`config.mk`:
```
export PLATFORM = sky130hd
export DESIGN_NAME = btk_ctrl
export DESIGN_NICKNAME = d
export VERILOG_FILES = /design/src/btk_pkg.sv /design/src/btk_ctrl.sv
export SDC_FILE = /design/constraint.sdc
export NUM_CORES = 1
export LEC_CHECK = 0
export BUFFER_PORTS_ARGS = -buffer_cell sky130_fd_sc_hd__buf_2
export CAP_MARGIN = 30
export CORE_MARGIN = 4
export CORE_UTILIZATION = 24
export CTS_CLUSTER_SIZE = 8
export DETAILED_ROUTE_END_ITERATION = 10
export GPL_TIMING_DRIVEN = 1
export HOLD_SLACK_MARGIN = 0.12
export PLACE_DENSITY = 0.43
export RECOVER_POWER = 100
export SETUP_SLACK_MARGIN = 0.1
export SLEW_MARGIN = 10
export SYNTH_ARGS = -nofsm -noshare
export SYNTH_HDL_FRONTEND = slang
export SYNTH_SLANG_ARGS = --single-unit
```
`constraint.sdc`:
```
create_clock -name clk -period 6.11 [get_ports clk]
set_input_delay 1.222 -clock clk [delete_from_list [all_inputs] [get_ports clk]]
set_output_delay 1.222 -clock clk [all_outputs]
set_load 0.02 [all_outputs]
```
`src/btk_pkg.sv`:
```
// Package for the bounded top-k nearest answer set.
// Holds opcodes, the stored entry type and the controller/datapath command
// and status structs. Depends on nothing.
`default_nettype none
package btk_pkg;

    localparam int BTK_MAX_K   = 64;
    localparam int DIST_W      = 32;
    localparam int CAP_W       = 7;
    localparam int CNT_OUT_W   = 7;
    localparam logic [CAP_W-1:0] CAP_RESET = 7'd10;

    localparam logic [1:0] OP_PUSH  = 2'd0;
    localparam logic [1:0] OP_CHECK = 2'd1;
    localparam logic [1:0] OP_POP   = 2'd2;
    localparam logic [1:0] OP_NOP   = 2'd3;

    typedef struct packed {
        logic [DIST_W-1:0] distance;
        logic [31:0]       node;
        logic [31:0]       offset;
        logic [31:0]       query;
    } entry_t;

    typedef struct packed {
        logic load_in;     // latch the accepted item
        logic clr_scan;    // restart the index at zero
        logic rd_cur;      // read the entry at the index
        logic cmp;         // compare read data with the running largest
        logic set_i_best;  // move the index to the largest entry
        logic set_pop;     // keep the largest entry as the popped answer
        logic set_err;     // flag a pop on an empty set
        logic rd_next;     // read the entry after the index
        logic wr_shift;    // write read data one place down
        logic dec;         // drop one entry from the count
        logic app;         // append the held item
        logic bsf_upd;     // refresh best-so-far
        logic out_load;    // load the result register
    } cmd_t;

    typedef struct packed {
        logic [1:0] op;
        logic       full;
        logic       d_lt_bsf;
        logic       cnt_zero;
        logic       scan_last;
        logic       rm_more;
        logic       out_busy;
    } sts_t;

endpackage
`default_nettype wire

```
`src/btk_ctrl.sv`:
```
// Sequencer for the top-k answer set: scans, shifts and appends.
// Depends on btk_pkg.
`default_nettype none
module btk_ctrl (
    input  wire logic          clk,
    input  wire logic          rst_n,
    input  wire logic          in_valid,
    output logic               in_ready,
    input  wire btk_pkg::sts_t sts,
    output btk_pkg::cmd_t      cmd
);
    import btk_pkg::*;

    typedef enum logic [11:0] {
        S_IDLE   = 12'b000000000001,
        S_DECIDE = 12'b000000000010,
        S_SRD    = 12'b000000000100,
        S_SCMP   = 12'b000000001000,
        S_RSET   = 12'b000000010000,
        S_RTST   = 12'b000000100000,
        S_RWR    = 12'b000001000000,
        S_APP    = 12'b000010000000,
        S_FSTART = 12'b000100000000,
        S_FRD    = 12'b001000000000,
        S_FCMP   = 12'b010000000000,
        S_DONE   = 12'b100000000000
    } state_t;

    state_t state_reg, state_next;

    always_ff @(posedge clk or negedge rst_n)
    begin
        if (!rst_n)
        begin
            state_reg <= S_IDLE;
        end
        else
        begin
            state_reg <= state_next;
        end
    end

    always_comb
    begin
        cmd        = '0;
        in_ready   = 1'b0;
        state_next = state_reg;
        unique case (state_reg)
            S_IDLE:
            begin
                in_ready = 1'b1;
                if (in_valid)
                begin
                    cmd.load_in = 1'b1;
                    state_next  = S_DECIDE;
                end
            end
            S_DECIDE:
            begin
                priority if (sts.op == OP_POP)
                begin
                    if (sts.cnt_zero)
                    begin
                        cmd.set_err = 1'b1;
                        state_next  = S_DONE;
                    end
                    else
                    begin
                        cmd.clr_scan = 1'b1;
                        state_next   = S_SRD;
                    end
                end
                else if (sts.op == OP_NOP)
                begin
                    state_next = S_DONE;
                end
                else if (sts.op == OP_CHECK && !sts.d_lt_bsf)
                begin
                    state_next = S_DONE;
                end
                else if (sts.full)
                begin
                    // A full set keeps the item only if it beats the largest.
                    if (sts.d_lt_bsf)
                    begin
                        cmd.clr_scan = 1'b1;
                        state_next   = S_SRD;
                    end
                    else
                    begin
                        state_next = S_DONE;
                    end
                end
                else
                begin
                    state_next = S_APP;
                end
            end
            S_SRD:
            begin
                cmd.rd_cur = 1'b1;
                state_next = S_SCMP;
            end
            S_SCMP:
            begin
                cmd.cmp    = 1'b1;
                state_next = sts.scan_last ? S_RSET : S_SRD;
            end
            S_RSET:
            begin
                cmd.set_i_best = 1'b1;
                cmd.set_pop    = (sts.op == OP_POP);
                state_next     = S_RTST;
            end
            S_RTST:
            begin
                if (sts.rm_more)
                begin
                    cmd.rd_next = 1'b1;
                    state_next  = S_RWR;
                end
                else
                begin
                    cmd.dec    = 1'b1;
                    state_next = (sts.op == OP_POP) ? S_FSTART : S_APP;
                end
            end
            S_RWR:
            begin
                cmd.wr_shift = 1'b1;
                state_next   = S_RTST;
            end
            S_APP:
            begin
                cmd.app    = 1'b1;
                state_next = S_FSTART;
            end
            S_FSTART:
            begin
                if (sts.cnt_zero)
                begin
                    cmd.bsf_upd = 1'b1;
                    state_next  = S_DONE;
                end
                else
                begin
                    cmd.clr_scan = 1'b1;
                    state_next   = S_FRD;
                end
            end
            S_FRD:
            begin
                cmd.rd_cur = 1'b1;
                state_next = S_FCMP;
            end
            S_FCMP:
            begin
                cmd.cmp = 1'b1;
                if (sts.scan_last)
                begin
                    state_next = S_DONE;
                end
                else
                begin
                    state_next = S_FRD;
                end
            end
            S_DONE:
            begin
                if (!sts.out_busy)
                begin
                    cmd.out_load = 1'b1;
                    state_next   = S_IDLE;
                end
            end
            default:
            begin
                state_next = S_IDLE;
            end
        endcase
        // Best-so-far follows the final compare of a refresh scan.
        if (state_reg == S_FCMP && sts.scan_last)
        begin
            cmd.bsf_upd = 1'b0;
        end
    end

endmodule
`default_nettype wire

```
==> out/metrics.csv, run 1 <==
metric;value;unit
post-route design area;1130;sq um
Layout Skew;2.07;ps
Pleak;0.000464;uW
Tightest Hold Check Type;flop to flop;
largest net degree at the start of global routing;13;
PortBufs;24;
Core ar.;4030;sq um
hold path cells;1;
dpl cell area;1140;sq um
DRT iter0 DRCs;18;
Most used DFF post-synth;dfrtp_1;
vias in the first global route;928;
Worst EP required;4890;ps
count of pins over their slew limit;0;
vias per cell;5.06;
beginning of the worst hold path;state_reg[6];
remaining antenna violation count;0;
Fin. Hold Viols;0;
fraction of layout cells with a size suffix above 1;0.178;
status;finished clean;
CP Capture Type;output pin;
Root Buffer;clkbuf_8;
reg-to-reg slack, setup;3760;ps
Post-Route WL;2.61;mm
hold buffer count at cts;0;
post-route minimum period;3920;ps
Hold Path End;state_reg[10];
yosys warns;0;
row count;23;
global-route wire length before repair;4.28;mm
clk slew on worst S/H paths;60;ps
Max Fclk;0.255;GHz
ANT cells;0;
RSZ-0062 raised after global routing;false;
critical path type;flop to output pin;
syn_nets;126;
WL/cell;14.1;microns
commonest non-fill, non-tap cell in the layout;nor2_1;
CTS sink cnt;12;
PostCTS Resize Cnt;0;
Post-synth ARST share;1.00;
Mapped Cells;115;
Ports;25;
Slew HR;0.485;
Layout area overhead;13.4;%
post-synth cell types;43;
commonest cells after routing, fill and taps aside;nor2_1 (16), clkbuf_1 (15), dfrtp_1 (11), buf_2 (9), a21oi_1 (8);
DRC Markers;0;
Setup Buffers After CTS;0;
Die ar.;5270;sq um
Die Height;72.6;microns
Clock Latency Late Sink;240;ps
actual slew at the worst max-slew pin;765;ps
initial antenna violation count;0;
via count;936;
chip width;72.6;microns
period utilization;0.642;
CTS tree;built;
Layout fillers;462;
total gr overflow;0;
r2r startpoint;state_reg[7];
GP Congestion;0.861;
PwrDens;301;nW/um^2
Post-DP HPWL;2.02;mm
Seq cells post-synth;12;
Register-to-Register Path Depth;4;
Layout Utilization;0.282;
DRT Pass-1 Iters;5;
synthesized cell area;1000;sq um
worst path arrival time;2700;ps
GRT Overall Usage;0.101;
H-tree Lvls;1;
worst-path fanout max;11;
Clock Path Buffers;2;
Initial Util;0.248;
final net count;147;
Sum Neg Setup Slack;0;ps
TritonCTS Buffers;3;
max-cap violations;0;
Seq/Total Area, Yosys;0.301;
number of flops mapped to enable cells by yosys;0;
syn avg cell area;8.70;sq um
CP Launch Type;flop;
worst r2r dst;state_reg[11];
max FFs per register;12;
Peak VDD IR;71.0;uV
final setup fails;0;
==> final cells by class <==
cell class | count | area, sq um | share of cell area
clock buffer | 4 | 55.1 | 0.0485
inverter | 4 | 15.0 | 0.0132
multi-input combinational | 91 | 599 | 0.528
sequential | 12 | 302 | 0.266
tap | 50 | 62.6 | 0.0551
timing repair buffer | 24 | 101 | 0.0893
==> how the worst max path moves through the flow <==
stage	cells past startpoint	start	slack [ps]	end
2_1_floorplan	2	sts[1]	2740	cmd[3]
3_3_place_gp	4	sts[1]	2590	cmd[3]
3_5_place_dp	4	sts[1]	2590	cmd[3]
4_1_cts	5	state_reg[7]	2530	cmd[0]
5_1_grt	5	state_reg[7]	2020	cmd[11]
6_report	4	state_reg[7]	2190	cmd[6]
==> Yosys cell counts (2+ instances only) <==
master | n | area [sq um]
nor4b_1 | 3 | 26.3
nand3b_1 | 4 | 30.0
and4b_1 | 2 | 20.0
nand3_1 | 2 | 10.0
buf_2 | 3 | 15.0
a211oi_1 | 2 | 15.0
nor2_1 | 15 | 56.3
dfrtp_1 | 11 | 275
nand2_1 | 5 | 18.8
o21ai_1 | 2 | 10.0
nor3_1 | 3 | 15.0
nor4_1 | 3 | 18.8
or3b_2 | 2 | 17.5
clkbuf_1 | 4 | 15.0
nand2b_1 | 4 | 25.0
and2_1 | 2 | 12.5
or4_1 | 2 | 15.0
nor4b_2 | 2 | 30.0
xor2_1 | 2 | 17.5
nor3b_1 | 3 | 22.5
or2_2 | 2 | 12.5
inv_1 | 4 | 15.0
or4_4 | 3 | 33.8
nor4_2 | 3 | 37.5
a21oi_1 | 8 | 40.0
xnor2_1 | 2 | 17.5
==> critical path: stages, from the launching register on <==
cell and delay (ps):
dfrtp_1 500, or4_1 680, nor4_1 730, and4b_1 310, clkbuf_1 240
==> per-stage QoR <==
stage | std cells | setup slack (ps) | power (uW) | hold slack [ps]
global route | 185 | 2020 | 366 | 647
finish | 185 | 2190 | 342 | 602
global placement | 181 | 2590 | 271 | 606
floorplan | 115 | 2740 | 242 | 591
detailed placement | 181 | 2590 | 272 | 591
CTS | 185 | 2530 | 364 | 613
==> routing by layer <==
layer  share of wire  up-vias  global-route usage
met2            0.49       27               0.167
met4           0.013        0              0.0492
li1                -      465                   -
met5               0        -                   0
met1            0.47      442               0.131
met3           0.028        2              0.0110
==> where the power goes <==
part	internal, uW	total, uW	leakage (uW)	switching (uW)
clock	57.0	89.2	0.0000288	32.2
combinational	59.9	142	0.000272	81.6
sequential	91.3	111	0.000163	20.0
==> cell families (layout without fill, tap and decap cells) <==
group	after synthesis	in the layout	synth area share
buffers and inverters	12	32	0.0562
and+or+nand+nor	69	69	0.491
xor gates and xnor gates	4	4	0.0350
DFF	12	12	0.301
AOI/OAI and AO/OA	18	18	0.116
No activity file was read; power rests on OpenSTA's default activity.
==> run 2, diff against run 1 <==
==> constraint.sdc (replaced) <==
create_clock -name clk -period 3.65 [get_ports clk]
set_input_delay 0.73 -clock clk [delete_from_list [all_inputs] [get_ports clk]]
set_output_delay 0.73 -clock clk [all_outputs]
set_load 0.02 [all_outputs]
==> run 2 against run 1 <==
Sequential cell count is the same. Highest routed layer unchanged. Register-to-register slack lost 2300 ps. Final cell count is the same. Via count up 0.96%. Worst setup slack got worse by 1800 ps. Critical path type unchanged. Largest cell class unchanged. Sequential power increased by 67%. Non-clock buffer count stayed put. Total power rose by 59%. Design area shrank 1.1%.
==> out/metrics.csv, run 2 (synthesis results as in run 1) <==
metric;value;unit
Ports;25;
Post-Route WL;2.64;mm
global-route wire length before repair;4.46;mm
Layout Skew;4.92;ps
Psw;221;uW
r2r startpoint;state_reg[7];
Slew HR;0.526;
CTS tree;built;
vias per cell;5.11;
CP Capture Type;output pin;
combinational power share;0.424;
final setup fails;0;
Die ar.;5270;sq um
period utilization;0.885;
met3 usage;0.0138;
Sum Neg Setup Slack;0;ps
worst-path fanout max;11;
WL/cell;14.3;microns
post-route minimum period;3230;ps
post-route design area;1120;sq um
Worst EP required;2920;ps
GRT Overall Usage;0.110;
Cell Int Power;324;uW
Layout area overhead;12.1;%
Post-DP HPWL;2.13;mm
max-cap violations;0;
commonest non-fill, non-tap cell in the layout;nor2_1;
commonest cells after routing, fill and taps aside;nor2_1 (16), clkbuf_1 (14), buf_2 (11), dfrtp_1 (11), a21oi_1 (8);
# placed instances;181;
GP Congestion;0.838;
Post-Layout Cell Count;185;
fraction of layout cells with a size suffix above 1;0.178;
Fin. Hold Viols;0;
PortBufs;24;
worst r2r dst;state_reg[11];
critical path type;flop to output pin;
Clock Path Buffers;2;
TritonCTS Buffers;3;
reg-to-reg slack, setup;1470;ps
met2 usage;0.185;
switch share;0.405;
chip width;72.6;microns
Clock Power Share;0.237;
Sequential Power Share;0.340;
Initial Util;0.248;
max FFs per register;12;
count of pins over their slew limit;0;
Register-to-Register Path Depth;4;
via count;945;
Pleak;0.000464;uW
row count;23;
Root Buffer;clkbuf_8;
grt met1 use;0.131;
layer with the highest usage;met2;
hold buffer count at cts;0;
CP Launch Type;flop;
Setup Buffers After CTS;0;
initial antenna violation count;0;
status;finished clean;
DRC Markers;0;
Die Height;72.6;microns
clk slew on worst S/H paths;60;ps
vias in the first global route;965;
ANT cells;0;
Tightest Hold Check Type;primary input to asynchronous set/reset pin;
actual slew at the worst max-slew pin;711;ps
CTS sink cnt;12;
Max Fclk;0.309;GHz
H-tree Lvls;1;
Clock Latency Late Sink;250;ps
final net count;147;
Core ar.;4030;sq um
RSZ-0062 raised after global routing;false;
Peak VDD IR;168;uV
largest net degree at the start of global routing;13;
PostCTS Resize Cnt;0;
Final Worst Setup Slack;418;ps
dpl cell area;1140;sq um
total gr overflow;0;
worst path arrival time;2500;ps
DRT Pass-1 Iters;4;
PwrDens;486;nW/um^2
DRT iter0 DRCs;19;
remaining antenna violation count;0;
post-place setup slack;839;ps
run 2: cell types whose count changed in the layout (fill, tap and decap cells not counted), sizes merged:
cell | previous run | this run
clkbuf | 19 | 17
buf | 9 | 11
run 2: power by group through the flow:
stage | Combinational [uW] | Clock [uW] | Sequential [uW]
2_1_floorplan | 245 | 0 | 161
3_3_place_gp | 268 | 0 | 189
3_5_place_dp | 268 | 0 | 190
4_1_cts | 270 | 134 | 188
5_1_grt | 255 | 140 | 189
6_report | 231 | 129 | 185
run 2: area by class of cell:
| type | instances | area [sq um] |
|---|---|---|
| multi-input cells | 91 | 594 |
| repair buffers | 24 | 104 |
| flip-flops and latches | 12 | 302 |
| inverters | 4 | 15.0 |
| clock buffers | 4 | 45.0 |
| well taps | 50 | 62.6 |
| fillers | 466 | 2910 |
run 2: routing by layer:
layer | wire length, microns | share of wire
met5 | 0 | 0
met2 | 1280 | 0.48
met3 | 69 | 0.026
met4 | 90 | 0.034
met1 | 1200 | 0.45
run 2: per-stage QoR:
step	utilization	hold slack, ps	total power [uW]
after floorplan	-	434	405
after global placement	0.284	613	457
after detailed placement	0.284	581	458
after CTS	0.295	374	592
after global routing	0.279	564	583
final	0.279	508	545
run 2: worst max-delay path: stages (launching register included):
cell and delay [ps]:
dfrtp_1 500, or4_1 670, nor4_1 570, nand2_1 150
o21ai_0 110, clkbuf_1 250
run 2: worst max path at each step:
stage	end	startpoint	depth (start not counted)
final	cmd[11]	state_reg[7]	5
after global routing	cmd[7]	state_reg[1]	5
after CTS	cmd[0]	state_reg[7]	5
after detailed placement	cmd[0]	state_reg[7]	5
after global placement	cmd[0]	state_reg[7]	5
after floorplan	cmd[0]	state_reg[5]	5
==> run 3, diff against run 2 <==
--- a/config.mk
+++ b/config.mk
@@ -7,13 +7,15 @@
 export LEC_CHECK = 0
 export BUFFER_PORTS_ARGS = -buffer_cell sky130_fd_sc_hd__buf_2
 export CAP_MARGIN = 30
+export CELL_PAD_IN_SITES_DETAIL_PLACEMENT = 2
+export CELL_PAD_IN_SITES_GLOBAL_PLACEMENT = 2
 export CORE_MARGIN = 4
 export CORE_UTILIZATION = 24
 export CTS_CLUSTER_SIZE = 8
 export DETAILED_ROUTE_END_ITERATION = 10
 export GPL_TIMING_DRIVEN = 1
 export HOLD_SLACK_MARGIN = 0.12
-export PLACE_DENSITY = 0.43
+export PLACE_DENSITY = 0.65
 export RECOVER_POWER = 100
 export SETUP_SLACK_MARGIN = 0.1
 export SLEW_MARGIN = 10
==> run 3 against run 2 <==
Utilization is 0.43 points higher. Global-route usage increased by 2.7 points. Sequential power grew 4%. Design area increased by 1.6%. Critical path depth unchanged. Via count grew 4.4%. Clock power grew 19%. Register-to-register slack hardly changed. Combinational power up 6%. Largest cell class unchanged. Highest routed layer unchanged.
==> out/metrics.csv, run 3 (synthesis results as in run 1) <==
metric;value;unit
status;finished clean;
hold buffer count at cts;0;
Post-DP HPWL;2.52;mm
Die Height;72.6;microns
chip width;72.6;microns
max FFs per register;12;
fraction of layout cells with a size suffix above 1;0.200;
CP Launch Type;flop;
PostCTS Resize Cnt;0;
slowest stage cell, crit path;or4_1;
global-route wire length before repair;5.63;mm
commonest non-fill, non-tap cell in the layout;nor2_1;
CTS sink cnt;12;
remaining antenna violation count;0;
row count;23;
DRC Markers;0;
Pwr Total;591;uW
WL/cell;18.1;microns
TritonCTS Buffers;3;
Tightest Hold Check Type;primary input to asynchronous set/reset pin;
final setup fails;0;
RSZ-0062 raised after global routing;false;
Buf/Inv on CP;1;
total gr overflow;0;
Worst EP required;2920;ps
initial antenna violation count;0;
crit-path max cell delay;680;ps
final net count;147;
PwrDens;518;nW/um^2
Clock Latency Late Sink;250;ps
CTS tree;built;
Clock Path Buffers;2;
Pleak;0.000475;uW
GRT Overall Usage;0.137;
DRT Pass-1 Iters;3;
clk slew on worst S/H paths;60;ps
max-cap violations;0;
PortBufs;24;
commonest cells after routing, fill and taps aside;nor2_1 (16), buf_2 (12), clkbuf_1 (12), dfrtp_1 (11), a21oi_1 (8);
Setup Buffers After CTS;0;
Post-Route WL;3.35;mm
via count;987;
worst-path cell chain;or4_1 -> nor2_1 -> nand2_1 -> nor4b_1 -> clkbuf_1;
Slew HR;0.520;
CP Capture Type;output pin;
DRT iter0 DRCs;9;
vias in the first global route;1132;
Layout Skew;5.26;ps
Sum Neg Setup Slack;0;ps
H-tree Lvls;1;
post-route minimum period;3220;ps
Ports;25;
Core ar.;4030;sq um
Initial Util;0.248;
Die ar.;5270;sq um
Root Buffer;clkbuf_8;
actual slew at the worst max-slew pin;720;ps
worst-path fanout max;11;
GP Congestion;0.740;
ANT cells;0;
Layout area overhead;13.9;%
vias per cell;5.34;
period utilization;0.883;
Fin. Hold Viols;0;
Peak VDD IR;113;uV
cell type group with the largest total delay on the critical path;simple AND/OR/NAND/NOR gates;
Max Fclk;0.310;GHz
critical path type;flop to output pin;
count of pins over their slew limit;0;
Layout fillers;491;
worst path arrival time;2490;ps
largest net degree at the start of global routing;13;
## run 3: final timing paths
kind | from | endpoint | slack [ps] | depth (start not counted)
setup / recovery | state_reg[7] | cmd[0] | 430 | 5
hold / removal | rst_n | state_reg[9] | 510 | 1
setup reg to reg | state_reg[7] | state_reg[7] | 1460 | 4
hold reg to reg | state_reg[6] | state_reg[10] | 650 | 1
max in group asynchronous | rst_n | state_reg[6] | 2680 | 1
min in group clk | state_reg[6] | state_reg[10] | 650 | 1
## run 3: worst register-to-register path, cell delays in order, from the launching register on
cell	delay, ps
dfrtp_1	500
or4_1	680
nor4_1	590
a21oi_1	130
a21oi_1	200
## run 3: metrics by stage
step	cell area, sq um	util	instances	hold slack [ps]	setup slack, ps
after global placement	1140	0.284	181	609	868
after CTS	1200	0.297	185	376	516
final	1140	0.283	185	507	426
after detailed placement	1140	0.284	181	633	806
after global routing	1140	0.283	185	564	250
after floorplan	1000	-	115	434	857
## run 3: layout make-up
class / instances / area (sq um) / area share
Multi-Input combinational cell: 91 / 601 / 0.527
Sequential cell: 12 / 302 / 0.265
Timing Repair Buffer: 24 / 105 / 0.0922
Tap cell: 50 / 62.6 / 0.0549
Clock buffer: 4 / 55.1 / 0.0483
Inverter: 4 / 15.0 / 0.0132
## run 3: power breakdown
| part | internal [uW] | switching (uW) | total [uW] |
|---|---|---|---|
| sequential | 153 | 38.9 | 192 |
| clock | 95.5 | 58.1 | 154 |
| combinational | 98.1 | 147 | 245 |
## run 3: routing by layer
metal,GRT usage,wire [microns],share of wire,up-vias
met5,0,0,0,-
met4,0.0430,47,0.014,0
met3,0.0179,77,0.023,5
met2,0.235,1710,0.51,17
met1,0.178,1520,0.45,502
li1,-,-,-,463
